[src/sv/dxs_pkg.sv]
package dxs_pkg;

    // Filter lanes: one per surface channel, at most four are ever read
    localparam int CHANNELS  = 4;
    localparam int NUM_AXES  = 4;
    localparam int NUM_LANES = (CHANNELS < NUM_AXES) ? CHANNELS : NUM_AXES;

    typedef logic signed [15:0] q14_t;

    // Configuration register indexes
    localparam logic [2:0] REG_AXIS_SELECT = 3'd0;
    localparam logic [2:0] REG_WARMUP_MS   = 3'd1;
    localparam logic [2:0] REG_TRIM_SPEED  = 3'd2;
    localparam logic [2:0] REG_AMP_FIRST   = 3'd3;
    localparam logic [2:0] REG_AMP_SECOND  = 3'd4;
    localparam logic [2:0] REG_AMP_THIRD   = 3'd5;
    localparam logic [2:0] REG_SECOND_MS   = 3'd6;

    // Excited axis codes; the spare code falls back to rudder
    localparam logic [1:0] AXIS_RUDDER   = 2'd0;
    localparam logic [1:0] AXIS_AILERON  = 2'd1;
    localparam logic [1:0] AXIS_ELEVATOR = 2'd2;

    // Schedule boundaries in ms, relative to warmup
    localparam logic [24:0] T_OVERRIDE = 25'd9500;
    localparam logic [24:0] T_P1_START = 25'd10000;
    localparam logic [24:0] T_P1_END   = 25'd10200;
    localparam logic [24:0] T_P2_START = 25'd12000;
    localparam logic [24:0] T_P3_START = 25'd14000;
    localparam logic [24:0] T_P3_END   = 25'd14200;

    // Low-pass coefficients, Q2.30
    localparam logic signed [31:0] COEF_B1 = 32'sd212047;
    localparam logic signed [31:0] COEF_B2 = 32'sd209378;
    localparam logic signed [31:0] COEF_A1 = -32'sd2107025549;
    localparam logic signed [31:0] COEF_A2 = 32'sd1033705149;

    localparam logic signed [63:0] ROUND_Q24 = 64'sd536870912;
    localparam logic signed [63:0] Y_MAX     = 64'sd2147483647;
    localparam logic signed [63:0] Y_MIN     = -64'sd2147483648;

    typedef struct packed {
        logic [1:0]  axis_select;
        logic [15:0] warmup_ms;
        logic [7:0]  trim_speed;
        q14_t        amp_first;
        q14_t        amp_second;
        q14_t        amp_third;
        logic [10:0] second_pulse_ms;
    } cfg_t;

    localparam cfg_t CFG_RESET = '{
        axis_select:     2'd0,
        warmup_ms:       16'd0,
        trim_speed:      8'd23,
        amp_first:       -16'sd4575,
        amp_second:      16'sd10294,
        amp_third:       -16'sd2860,
        second_pulse_ms: 11'd400
    };

    typedef struct packed {
        logic       hold_loop;
        logic [7:0] speed_cmd;
        logic       override;
        q14_t       aileron_right;
        q14_t       aileron_left;
        q14_t       elevator_out;
        q14_t       rudder_out;
        q14_t       throttle_out;
        logic       pulse_active;
    } res_t;

    function automatic q14_t neg_sat16(q14_t v);
        q14_t r;
        if (v == -16'sd32768)
        begin
            r = 16'sd32767;
        end
        else
        begin
            r = -v;
        end
        return r;
    endfunction

endpackage

[src/sv/dxs_sched.sv]
module dxs_sched
    import dxs_pkg::*;
(
    input  logic [23:0] time_ms,
    input  cfg_t        cfg,
    input  q14_t        trim [NUM_AXES],
    output logic        step,
    output res_t        res
);

    logic [24:0] t_ext;
    logic [24:0] w_ext;
    logic        hold;
    logic        win1;
    logic        win2;
    logic        win3;
    q14_t        amp;

    always_comb
    begin
        t_ext = 25'(time_ms);
        w_ext = 25'(cfg.warmup_ms);
        hold  = t_ext < (w_ext + T_OVERRIDE);
        step  = hold && (t_ext >= w_ext);

        win1 = (t_ext >= w_ext + T_P1_START) && (t_ext < w_ext + T_P1_END);
        win2 = (t_ext >= w_ext + T_P2_START)
            && (t_ext < w_ext + T_P2_START + 25'(cfg.second_pulse_ms));
        win3 = (t_ext >= w_ext + T_P3_START) && (t_ext < w_ext + T_P3_END);

        // Later window wins where they overlap
        priority if (win3)
        begin
            amp = cfg.amp_third;
        end
        else if (win2)
        begin
            amp = cfg.amp_second;
        end
        else
        begin
            amp = cfg.amp_first;
        end

        res = '0;
        if (hold)
        begin
            res.hold_loop = 1'b1;
            res.speed_cmd = cfg.trim_speed;
        end
        else
        begin
            res.override      = 1'b1;
            res.aileron_right = trim[0];
            res.elevator_out  = trim[1];
            res.rudder_out    = trim[2];
            res.throttle_out  = trim[3];
            if (win1 || win2 || win3)
            begin
                res.pulse_active = 1'b1;
                unique case (cfg.axis_select)
                    AXIS_AILERON:  res.aileron_right = amp;
                    AXIS_ELEVATOR: res.elevator_out  = amp;
                    AXIS_RUDDER:   res.rudder_out    = amp;
                    default:       res.rudder_out    = amp;
                endcase
            end
            res.aileron_left = neg_sat16(res.aileron_right);
        end
    end

endmodule

[config.mk]
export PLATFORM = sky130hd
export DESIGN_NAME = dxs_sched
export DESIGN_NICKNAME = d
export VERILOG_FILES = /design/src/sv/dxs_pkg.sv /design/src/sv/dxs_sched.sv
export SDC_FILE = /design/constraint.sdc
export NUM_CORES = 1
export LEC_CHECK = 0
export BUFFER_PORTS_ARGS = -buffer_cell sky130_fd_sc_hd__clkbuf_2
export CAP_MARGIN = 25
export CORE_MARGIN = 2
export CORE_UTILIZATION = 47
export DETAILED_ROUTE_END_ITERATION = 10
export GPL_TIMING_DRIVEN = 0
export PLACE_DENSITY = 0.89
export SLEW_MARGIN = 20
export SYNTH_ARGS = -nofsm -noshare
export SYNTH_HDL_FRONTEND = slang
export SYNTH_SLANG_ARGS = --single-unit
[constraint.sdc]
create_clock -name vclk -period 5.16
set_input_delay 0 -clock vclk [all_inputs]
set_output_delay 0 -clock vclk [all_outputs]
set_load 0.03 [all_outputs]
==> results.cfg <==
[status]
outcome = finished, violations left
violations = negative setup slack

[routing]
postRouteWirelength_um = 28100
wl_per_cell_um = 19.9
routed-via-count = 8802
ant_nets = 0
drtIter0Drc = 911
drc = 0
viasPerCell = 6.22
drt_pass1_iterations = 7

[pwr]
irDropWorstVdd_uv = 72.8
leakage_nw = 4.56
p_switching_uw = 536
intPower_uw = 376
combPwrFrac_pct = 100.0
power_uw = 911
switching_share_pct = 58.8
seqPwrFrac_pct = 0
clkPwrFrac_pct = 0
powerDensity_nw_per_um2 = 100

[setup_path]
worst_setup_path_end_kind = output port
cp_slowest_stage_delay_ps = 340
start_kind = primary input
critPathMaxFanout = 9
cpMostUsedCell = buf_6
crit_type = in -> out
cpMaxStageDelayCell = a221oi_4
cp.arrival_ps = 5780
worstPathRequired_ps = 5160

[sta]
hold_viol = 0
slew_headroom_pct = 26.5
finalSetupViolations = 16
fin_crit_sh_pct = 112
tightest_slew_ps = 1090
period_needed_ps = 5780
drv_slew = 0
layout_setup_ws_ps = -621
fmax_ghz = 0.173
rsz0062_at_grt = true

[floorplanning]
num_rows = 42
dieArea_um2 = 14800
start_util_pct = 48.7
dieWidth_um = 122
io_pins = 265
die_h_um = 122
core_um2 = 13300

[worst_hold_path]
hold_class = in -> out
hold_path_end = res[85]
hold_depth = 3
hold_start = cfg[62]

[synthesis]
syn-num-nets = 1252
netlist_instances = 941
synth_area_um2 = 6490
yosysUniqueCellTypes = 79
syn_area_per_cell_um2 = 6.90
synth_warnings = 0
ys_seq_area_share_pct = 0

[final_layout]
final_cell_area_um2 = 9070
seq_area_um2 = 0
clkbuf_count = 0
nFlopsAndLatches = 0
drive_gt1_share_pct = 33.5
finalNetCount = 1552
area_growth_pct = 39.7
diodes = 0

[global_routing]
grtUsageMet3_pct = 9.64
grt_max_degree = 20
grt_pass1_wl_um = 42000
overflow = 0
grt_usage_pct = 35.7
antenna_found_initial = 1
grt.busiest_layer = met2
grt_pass1_vias = 7969
grt_use_met1_pct = 49.1
use_met2_pct = 56.0

[place]
dpl.hpwl_um = 22700
dpl_worst_slack_ps = -1490
placed_cell_area_um2 = 8260
port_buffers = 260
place.gp.congestion = 1.04

[run]
drv_cap = 0

[cts]
holdBufCountCts = 0
## worst max-delay path, delay by kind of cell
family                   cells  cell delay (ps)
AO/OA/AOI/OAI               12             2290
buffers and inverters        8             1170
adder cells (fa/ha/maj)      4             1040
AND/OR/NAND/NOR              5              950
XOR/XNOR                     2              310
## cells by family (layout without fill, tap and decap cells)
| kind of cell | after synthesis | in the layout | synth area share [%] |
|---|---|---|---|
| simple gates | 346 | 346 | 26.6 |
| mux | 35 | 35 | 5.49 |
| compound gates | 256 | 256 | 25.9 |
| fa+ha+maj | 138 | 138 | 26.7 |
| other cells | 1 | 1 | 0.0577 |
| buf+inv | 95 | 393 | 5.86 |
| xor+xnor | 70 | 70 | 9.44 |
## synthesized netlist by cell type, types with 19 or more instances
master	instances	area [um2]
mux2i_1	30	300
nor2_1	95	357
nand3_1	46	230
xnor2_1	60	526
a21oi_1	84	420
o21ai_0	56	280
clkbuf_1	35	131
a31oi_1	20	125
nand4_1	19	119
inv_1	45	169
ha_1	137	1710
nand2_1	76	285
and3_1	22	138
## metal layers
metal | vias up | wire length (um)
met5 | - | 13
met2 | 560 | 12200
li1 | 4062 | -
met1 | 4087 | 11600
met4 | 2 | 845
met3 | 91 | 3490
## power groups by stage
stage          clock (mW)  combinational [mW]  sequential, mW
2_1_floorplan           0               0.545               0
3_3_place_gp            0               0.789               0
3_5_place_dp            0               0.808               0
4_1_cts                 0               0.865               0
5_1_grt                 0               0.993               0
6_report                0               0.911               0
## worst max-delay path by stage
stage / startpoint / endpoint / slack [ps]
6_report: cfg[72] / res[56] / -620
2_1_floorplan: cfg[0] / res[56] / -80
4_1_cts: cfg[0] / res[56] / -510
3_5_place_dp: cfg[72] / res[56] / -1490
5_1_grt: cfg[1] / res[56] / -820
3_3_place_gp: cfg[72] / res[56] / -1480
## cells in the final DEF, fill, tap and decap left out, types with 5 or more instances in the layout
master and count:
a211o_1 7, a21o_1 15, a21oi_1 68, a21oi_2 12, a21oi_4 8, a31oi_1 15
and2_1 14, and3_1 21, buf_2 5, buf_4 36, buf_6 5, buf_8 15
clkbuf_1 23, clkbuf_2 247, clkbuf_8 5, ha_1 132, inv_1 43, mux2i_1 25
nand2_1 76, nand2b_1 12, nand3_1 43, nand4_1 19, nor2_1 94, nor2b_1 7
nor3_1 10, nor4_1 5, o211ai_1 13, o21a_1 7, o21ai_0 43, o21ai_1 9
o21ai_2 5, or3_1 6, xnor2_1 59, xor2_1 9
## area by class of cell
class | instances | area (um2)
repair buffers | 300 | 1810
well taps | 176 | 220
fillers | 1186 | 4280
plain buffers | 41 | 224
multi-input cells | 846 | 6610
inverters | 52 | 204
## repair_timing
action / CTS / global route
hold endpoints to repair: 0 / 0
endpoints found under the setup margin: 43 / 57
pin swaps: 28 / 6
setup buffers: 33 / 7
cloned: 1 / 0
gates resized for setup: 79 / 53
## stage by stage
step	hold WS, ps	TNS (ps)	util [%]	instances
finish	362	-8330	68.0	1415
floorplan	217	-480	-	941
global route	381	-11980	68.0	1415
global placement	355	-25230	61.9	1377
CTS	361	-6970	66.6	1410
detailed placement	361	-27550	61.9	1377
Note: power is estimated with default switching activity, not from simulation.
