File: src/sv/dxs_pkg.sv
package dxs_pkg;

    // Filter lanes: one per surface channel, at most four are ever read
    localparam int CHANNELS  = 4;
    localparam int NUM_AXES  = 4;
    localparam int NUM_LANES = (CHANNELS < NUM_AXES) ? CHANNELS : NUM_AXES;

    typedef logic signed [15:0] q14_t;

    // Configuration register indexes
    localparam logic [2:0] REG_AXIS_SELECT = 3'd0;
    localparam logic [2:0] REG_WARMUP_MS   = 3'd1;
    localparam logic [2:0] REG_TRIM_SPEED  = 3'd2;
    localparam logic [2:0] REG_AMP_FIRST   = 3'd3;
    localparam logic [2:0] REG_AMP_SECOND  = 3'd4;
    localparam logic [2:0] REG_AMP_THIRD   = 3'd5;
    localparam logic [2:0] REG_SECOND_MS   = 3'd6;

    // Excited axis codes; the spare code falls back to rudder
    localparam logic [1:0] AXIS_RUDDER   = 2'd0;
    localparam logic [1:0] AXIS_AILERON  = 2'd1;
    localparam logic [1:0] AXIS_ELEVATOR = 2'd2;

    // Schedule boundaries in ms, relative to warmup
    localparam logic [24:0] T_OVERRIDE = 25'd9500;
    localparam logic [24:0] T_P1_START = 25'd10000;
    localparam logic [24:0] T_P1_END   = 25'd10200;
    localparam logic [24:0] T_P2_START = 25'd12000;
    localparam logic [24:0] T_P3_START = 25'd14000;
    localparam logic [24:0] T_P3_END   = 25'd14200;

    // Low-pass coefficients, Q2.30
    localparam logic signed [31:0] COEF_B1 = 32'sd212047;
    localparam logic signed [31:0] COEF_B2 = 32'sd209378;
    localparam logic signed [31:0] COEF_A1 = -32'sd2107025549;
    localparam logic signed [31:0] COEF_A2 = 32'sd1033705149;

    localparam logic signed [63:0] ROUND_Q24 = 64'sd536870912;
    localparam logic signed [63:0] Y_MAX     = 64'sd2147483647;
    localparam logic signed [63:0] Y_MIN     = -64'sd2147483648;

    typedef struct packed {
        logic [1:0]  axis_select;
        logic [15:0] warmup_ms;
        logic [7:0]  trim_speed;
        q14_t        amp_first;
        q14_t        amp_second;
        q14_t        amp_third;
        logic [10:0] second_pulse_ms;
    } cfg_t;

    localparam cfg_t CFG_RESET = '{
        axis_select:     2'd0,
        warmup_ms:       16'd0,
        trim_speed:      8'd23,
        amp_first:       -16'sd4575,
        amp_second:      16'sd10294,
        amp_third:       -16'sd2860,
        second_pulse_ms: 11'd400
    };

    typedef struct packed {
        logic       hold_loop;
        logic [7:0] speed_cmd;
        logic       override;
        q14_t       aileron_right;
        q14_t       aileron_left;
        q14_t       elevator_out;
        q14_t       rudder_out;
        q14_t       throttle_out;
        logic       pulse_active;
    } res_t;

    function automatic q14_t neg_sat16(q14_t v);
        q14_t r;
        if (v == -16'sd32768)
        begin
            r = 16'sd32767;
        end
        else
        begin
            r = -v;
        end
        return r;
    endfunction

endpackage

File: src/sv/dxs_iir_lane.sv
module dxs_iir_lane
    import dxs_pkg::*;
(
    input  logic clk,
    input  logic rst_n,
    input  logic step,
    input  q14_t u_in,
    output q14_t trim
);

    // p_reg carries the part of the next sum that does not need the newest
    // output: B1*u[n-1] + B2*u[n-2] (scaled) - A2*y[n-2].
    q14_t               u1_reg;
    logic signed [31:0] y1_reg;
    logic signed [63:0] p_reg;

    logic signed [31:0] y_next;
    logic signed [63:0] p_next;
    logic signed [63:0] prod_a1;
    logic signed [63:0] acc;
    logic signed [63:0] acc_rnd;
    logic signed [63:0] y_wide;
    logic signed [63:0] b_sum;
    logic signed [32:0] trim_wide;
    logic signed [32:0] trim_sh;

    always_comb
    begin
        prod_a1 = 64'(COEF_A1) * 64'(y1_reg);
        acc     = p_reg - prod_a1;
        acc_rnd = acc + ROUND_Q24;
        y_wide  = acc_rnd >>> 30;
        if (y_wide > Y_MAX)
        begin
            y_next = 32'sh7FFFFFFF;
        end
        else if (y_wide < Y_MIN)
        begin
            y_next = -32'sh80000000;
        end
        else
        begin
            y_next = y_wide[31:0];
        end

        // Prepare the input and y[n-1] terms for the following step
        b_sum  = 64'(COEF_B1) * 64'(u_in) + 64'(COEF_B2) * 64'(u1_reg);
        p_next = (b_sum <<< 10) - 64'(COEF_A2) * 64'(y1_reg);

        // Q8.24 down to Q2.14, round half up, saturate
        trim_wide = 33'(y1_reg) + 33'sd512;
        trim_sh   = trim_wide >>> 10;
        if (trim_sh > 33'sd32767)
        begin
            trim = 16'sd32767;
        end
        else if (trim_sh < -33'sd32768)
        begin
            trim = -16'sd32768;
        end
        else
        begin
            trim = trim_sh[15:0];
        end
    end

    always_ff @(posedge clk or negedge rst_n)
    begin
        if (!rst_n)
        begin
            u1_reg <= '0;
            y1_reg <= '0;
            p_reg  <= '0;
        end
        else if (step)
        begin
            u1_reg <= u_in;
            y1_reg <= y_next;
            p_reg  <= p_next;
        end
    end

endmodule

File: config.mk
export PLATFORM = sky130hd
export DESIGN_NAME = dxs_iir_lane
export DESIGN_NICKNAME = d
export VERILOG_FILES = /design/src/sv/dxs_pkg.sv /design/src/sv/dxs_iir_lane.sv
export SDC_FILE = /design/constraint.sdc
export NUM_CORES = 2
export LEC_CHECK = 0
export ABC_CLOCK_PERIOD_IN_PS = 18600
export BUFFER_PORTS_ARGS = -buffer_cell sky130_fd_sc_hd__clkbuf_2
export CORE_MARGIN = 1.5
export CORE_UTILIZATION = 55
export DETAILED_ROUTE_END_ITERATION = 8
export PLACE_DENSITY = 0.74
export SLEW_MARGIN = 20
export SYNTH_ARGS = -nofsm -noshare
export SYNTH_HDL_FRONTEND = slang
export SYNTH_SLANG_ARGS = --single-unit
File: constraint.sdc
create_clock -name clk -period 18.6 [get_ports clk]
set_clock_uncertainty 0.1 [all_clocks]
set_input_delay 1.86 -clock clk [delete_from_list [all_inputs] [get_ports clk]]
set_output_delay 1.86 -clock clk [all_outputs]
set_load 0.01 [all_outputs]
==> results.md <==
Drt:
- The total DRC errors in the routed layout is 0.
- Summed over all nets, wire length on met3 after detailed routing comes to around 19000 µm.
- In the routed layout, each cell is associated on average with a via count of 5.66.
- For this block, the routed nets add up to about 190000 µm of wire.
- The routed length per instance is 25.3 µm.
- The detail route stage leaves a number of antenna-violating nets equal to 0.
- The first detailed-routing pass ran for 6 iterations.
- For this block, wires on met1 add up to 76200 µm.
- The highest signal layer in the routed design is met5.
- The routed layout has 42329 vias.
- The sum of met2 wire segment lengths after detailed routing is 83000 µm.
- In this run, the number of DRC markers left after iteration 0 of detailed routing was 4035.

Floorplanning:
- The area enclosed by the die boundary is between 0.1 and 0.15 mm².
- The initial utilization of the core area, before any placement, comes to a little under three fifths.
- The number of top-level design ports is 35.
- The core box area is 0.111 mm².
- The floorplan step set the die width to roughly 340 µm.
- The row count is 122.
- The die boundary height is between 300 and 400 µm.

Min path:
- The worst hold path class is flip-flop to flip-flop.

Synthesis:
- The post-synthesis mux area share is 0.901%.
- The number of flops mapped to enable cells by yosys is 0.
- The gate count of the mapped netlist is 5948.
- Ranked by instance count, the synthesized netlist is headed by 1737 x inv_1, 1448 x fa_1, 1090 x ha_1, 209 x a21oi_1, 209 x nand2_1.
- The number of nets in the synthesized netlist is roughly 8500.
- In this run the biggest area consumer among cell types represents 47.1% of the synthesized area.
- The number of warning messages in the yosys log is 0.
- The main combinational cell family by area after synthesis is adder cells.
- The synthesized area divided by synthesized cell count is ~10 µm².
- Ranked by total cell area, the synthesized netlist is headed by fa_1 47%, ha_1 22%, inv_1 11%.
- The adder and majority gate portion of the synthesized area is between 60% and 70%.
- The post-synthesis async set-or-reset flop share is between 90% and 100%.
- The most used flip-flop cell after synthesis is dfrtp_1.
- The synthesized netlist devotes 6.83% of its cell area to compound gates.
- The top cell type by total area after synthesis is fa_1.
- The flip-flop and latch count after synthesis is 112.
- Sequential cells were found to cover under 10% of the synthesized design area.
- Summing the areas of all xor and xnor instances in the mapped netlist gives 3.06% of the synthesized area.
- The simple-gate share of the synthesized area is 4.28%.
- The most common cell in the synthesized netlist is inv_1.
- The number of distinct library cells after synthesis is 80.
- The mapped cell area is 0.0615 mm².

CTS:
- Post-CTS timing repair inserted 0 buffers for setup.
- The number of hold buffers added after CTS was 0.
- TritonCTS built the clock tree.
- The CTS root buffer is clkbuf_16.
- No sink is reached through more buffers than the 2 on the longest clock path.
- The H-tree was split into 3 levels.
- After clock tree synthesis, the clock-pin slew on the worst setup and hold paths is 0.11 ns.
- The clock latency of the later-clocked register in the worst-skew pair is 0.47 ns.
- CTS saw approximately 110 sinks.
- Buffers inserted during clock tree synthesis total 9.
- Post-CTS repair changed the size of 0 cells.

Finish:
- The area of all sequential standard cells is 0.00281 mm².
- The layout cell share with drive strength beyond 1 is 3.04%.
- Measured on the finished design, the core utilization comes to 57.8%.
- The layout filler cell count is roughly 9700.
- The final net count is 8539.
- The register with the most flip-flops in the layout has 64 of them.
- Leaving out filler cells and counting taps, the final layout contains 7477.
- The total area of multi-input combinational cells is 0.0519 mm².
- Relative to the synthesized area, the layout overhead comes to 4.06%.

Placed design:
- The detailed placer's ending HPWL is 164000 µm.
- Counting tap cells, the placed design contains a total of 7459 instances.
- The final RePlAce weighted congestion is 1.03.
- During placement, the flow inserted port buffers numbering 34.

Worst setup path:
- The critical path is of the flip-flop to flip-flop type.
- The highest fanout seen on the critical path is 7.
- At the worst endpoint, the arrival time is 16.20 ns.
- The slowest stage of the critical path is the fa_1 cell.
- The largest stage delay on the critical path is around 0.56 ns.
- The critical path data required time is 18.82 ns.
- STA classifies the critical path endpoint as a flip-flop.
- The type of element launching the critical path is a flip-flop.
- The cell occurring most often along the worst timing path is fa_1.

Timing:
- The max-slew violation count is 0.
- The worst slew slack as a fraction of its limit is 28.2%.
- Setup repair after global routing left no endpoint under its margin.
- For this run, the top clock speed supported by timing is 62.6 MHz.
- The final number of setup-violating endpoints is 0.
- The share of the clock period used by the worst path is 85.9%.
- At the pin with the least slew margin, the transition time is 1.07 ns.
- Summed over all failing endpoints, the final setup total negative slack is 0 ns.
- The minimum hold slack is around 0.43 ns.
- The count of endpoints failing hold in the final timing report was 0.
- The smallest clock period supported by the final layout is computed as 15.98 ns.

Global route:
- The all-layer global routing usage is 35.0%.
- The number of antenna violations at the first check in global routing came to 13.
- The first global-routing pass estimated roughly 290000 µm of wire.
- The total global routing overflow is 0.
- The via count of the first global-routing pass is approximately 46000.
- Entering global routing, the biggest net connects 74 pins.

Run:
- The count of max-cap constraint violations is 0.

Outcome:
- The flow ran to the end, and the final reports show no timing, DRC or antenna violations.
==> critical path: cells and delay by family, from the launching register on <==
| kind | cells | cell delay (ns) |
|---|---|---|
| compound gates | 16 | 3.77 |
| buf+inv | 13 | 0.63 |
| flops | 1 | 0.49 |
| fa+ha+maj | 22 | 9.93 |
| xor+xnor | 2 | 0.36 |
| simple gates | 4 | 0.53 |
==> per-stage QoR <==
stage          cell area [µm²]  setup slack [ns]
2_1_floorplan            61500              4.12
3_3_place_gp             63700              3.01
3_5_place_dp             63700              2.71
4_1_cts                  64000              2.63
5_1_grt                  64000              1.84
6_report                 64000              2.62
==> logic make-up (layout without fill, tap and decap cells) <==
group	Yosys count	in the layout
buf+inv	1805	1844
fa+ha+maj	2538	2538
xor+xnor	213	213
compound gates	668	668
mux	50	50
flops	112	112
other cells	0	2
simple gates	562	562
==> per-layer routing <==
| layer | GRT usage (%) | vias to the layer above |
|---|---|---|
| li1 | - | 18242 |
| met1 | 47.3 | 21680 |
| met2 | 53.2 | 1927 |
| met3 | 8.59 | 460 |
| met4 | 16.7 | 20 |
| met5 | 0 | - |
==> placed cells by master (no fill, tap or decap), types with 63 or more instances in the layout <==
cell,n
a21oi_1,209
nor2_1,128
ha_1,1090
nand2_1,209
fa_1,1448
dfrtp_1,111
inv_1,1734
o21ai_0,155
a21o_1,78
xor2_1,63
xnor2_1,149
==> area by class of cell <==
class,count,share of cell area (%)
sequential,112,4.38
timing repair buffer,91,0.948
tap,1488,2.91
clock buffer,9,0.352
inverter,1737,10.2
multi-input combinational,4031,81.1
clock inverter,7,0.133
antenna,2,0.00782
==> worst paths after layout <==
kind                       slack [ns]  cells after the start      start         end
max                              2.62                     57  u1_reg[4]   p_reg[63]
min                              0.43                      1   p_reg[2]    p_reg[2]
max reg2reg                      2.62                     57  u1_reg[4]   p_reg[63]
min reg2reg                      0.43                      1   p_reg[2]    p_reg[2]
max in group asynchronous       15.76                      2      rst_n  y1_reg[31]
min in group asynchronous        1.39                      1      rst_n  y1_reg[15]
Power is not shown: default switching activity piles up to over one toggle a cycle in this logic, so the estimate is an artifact.
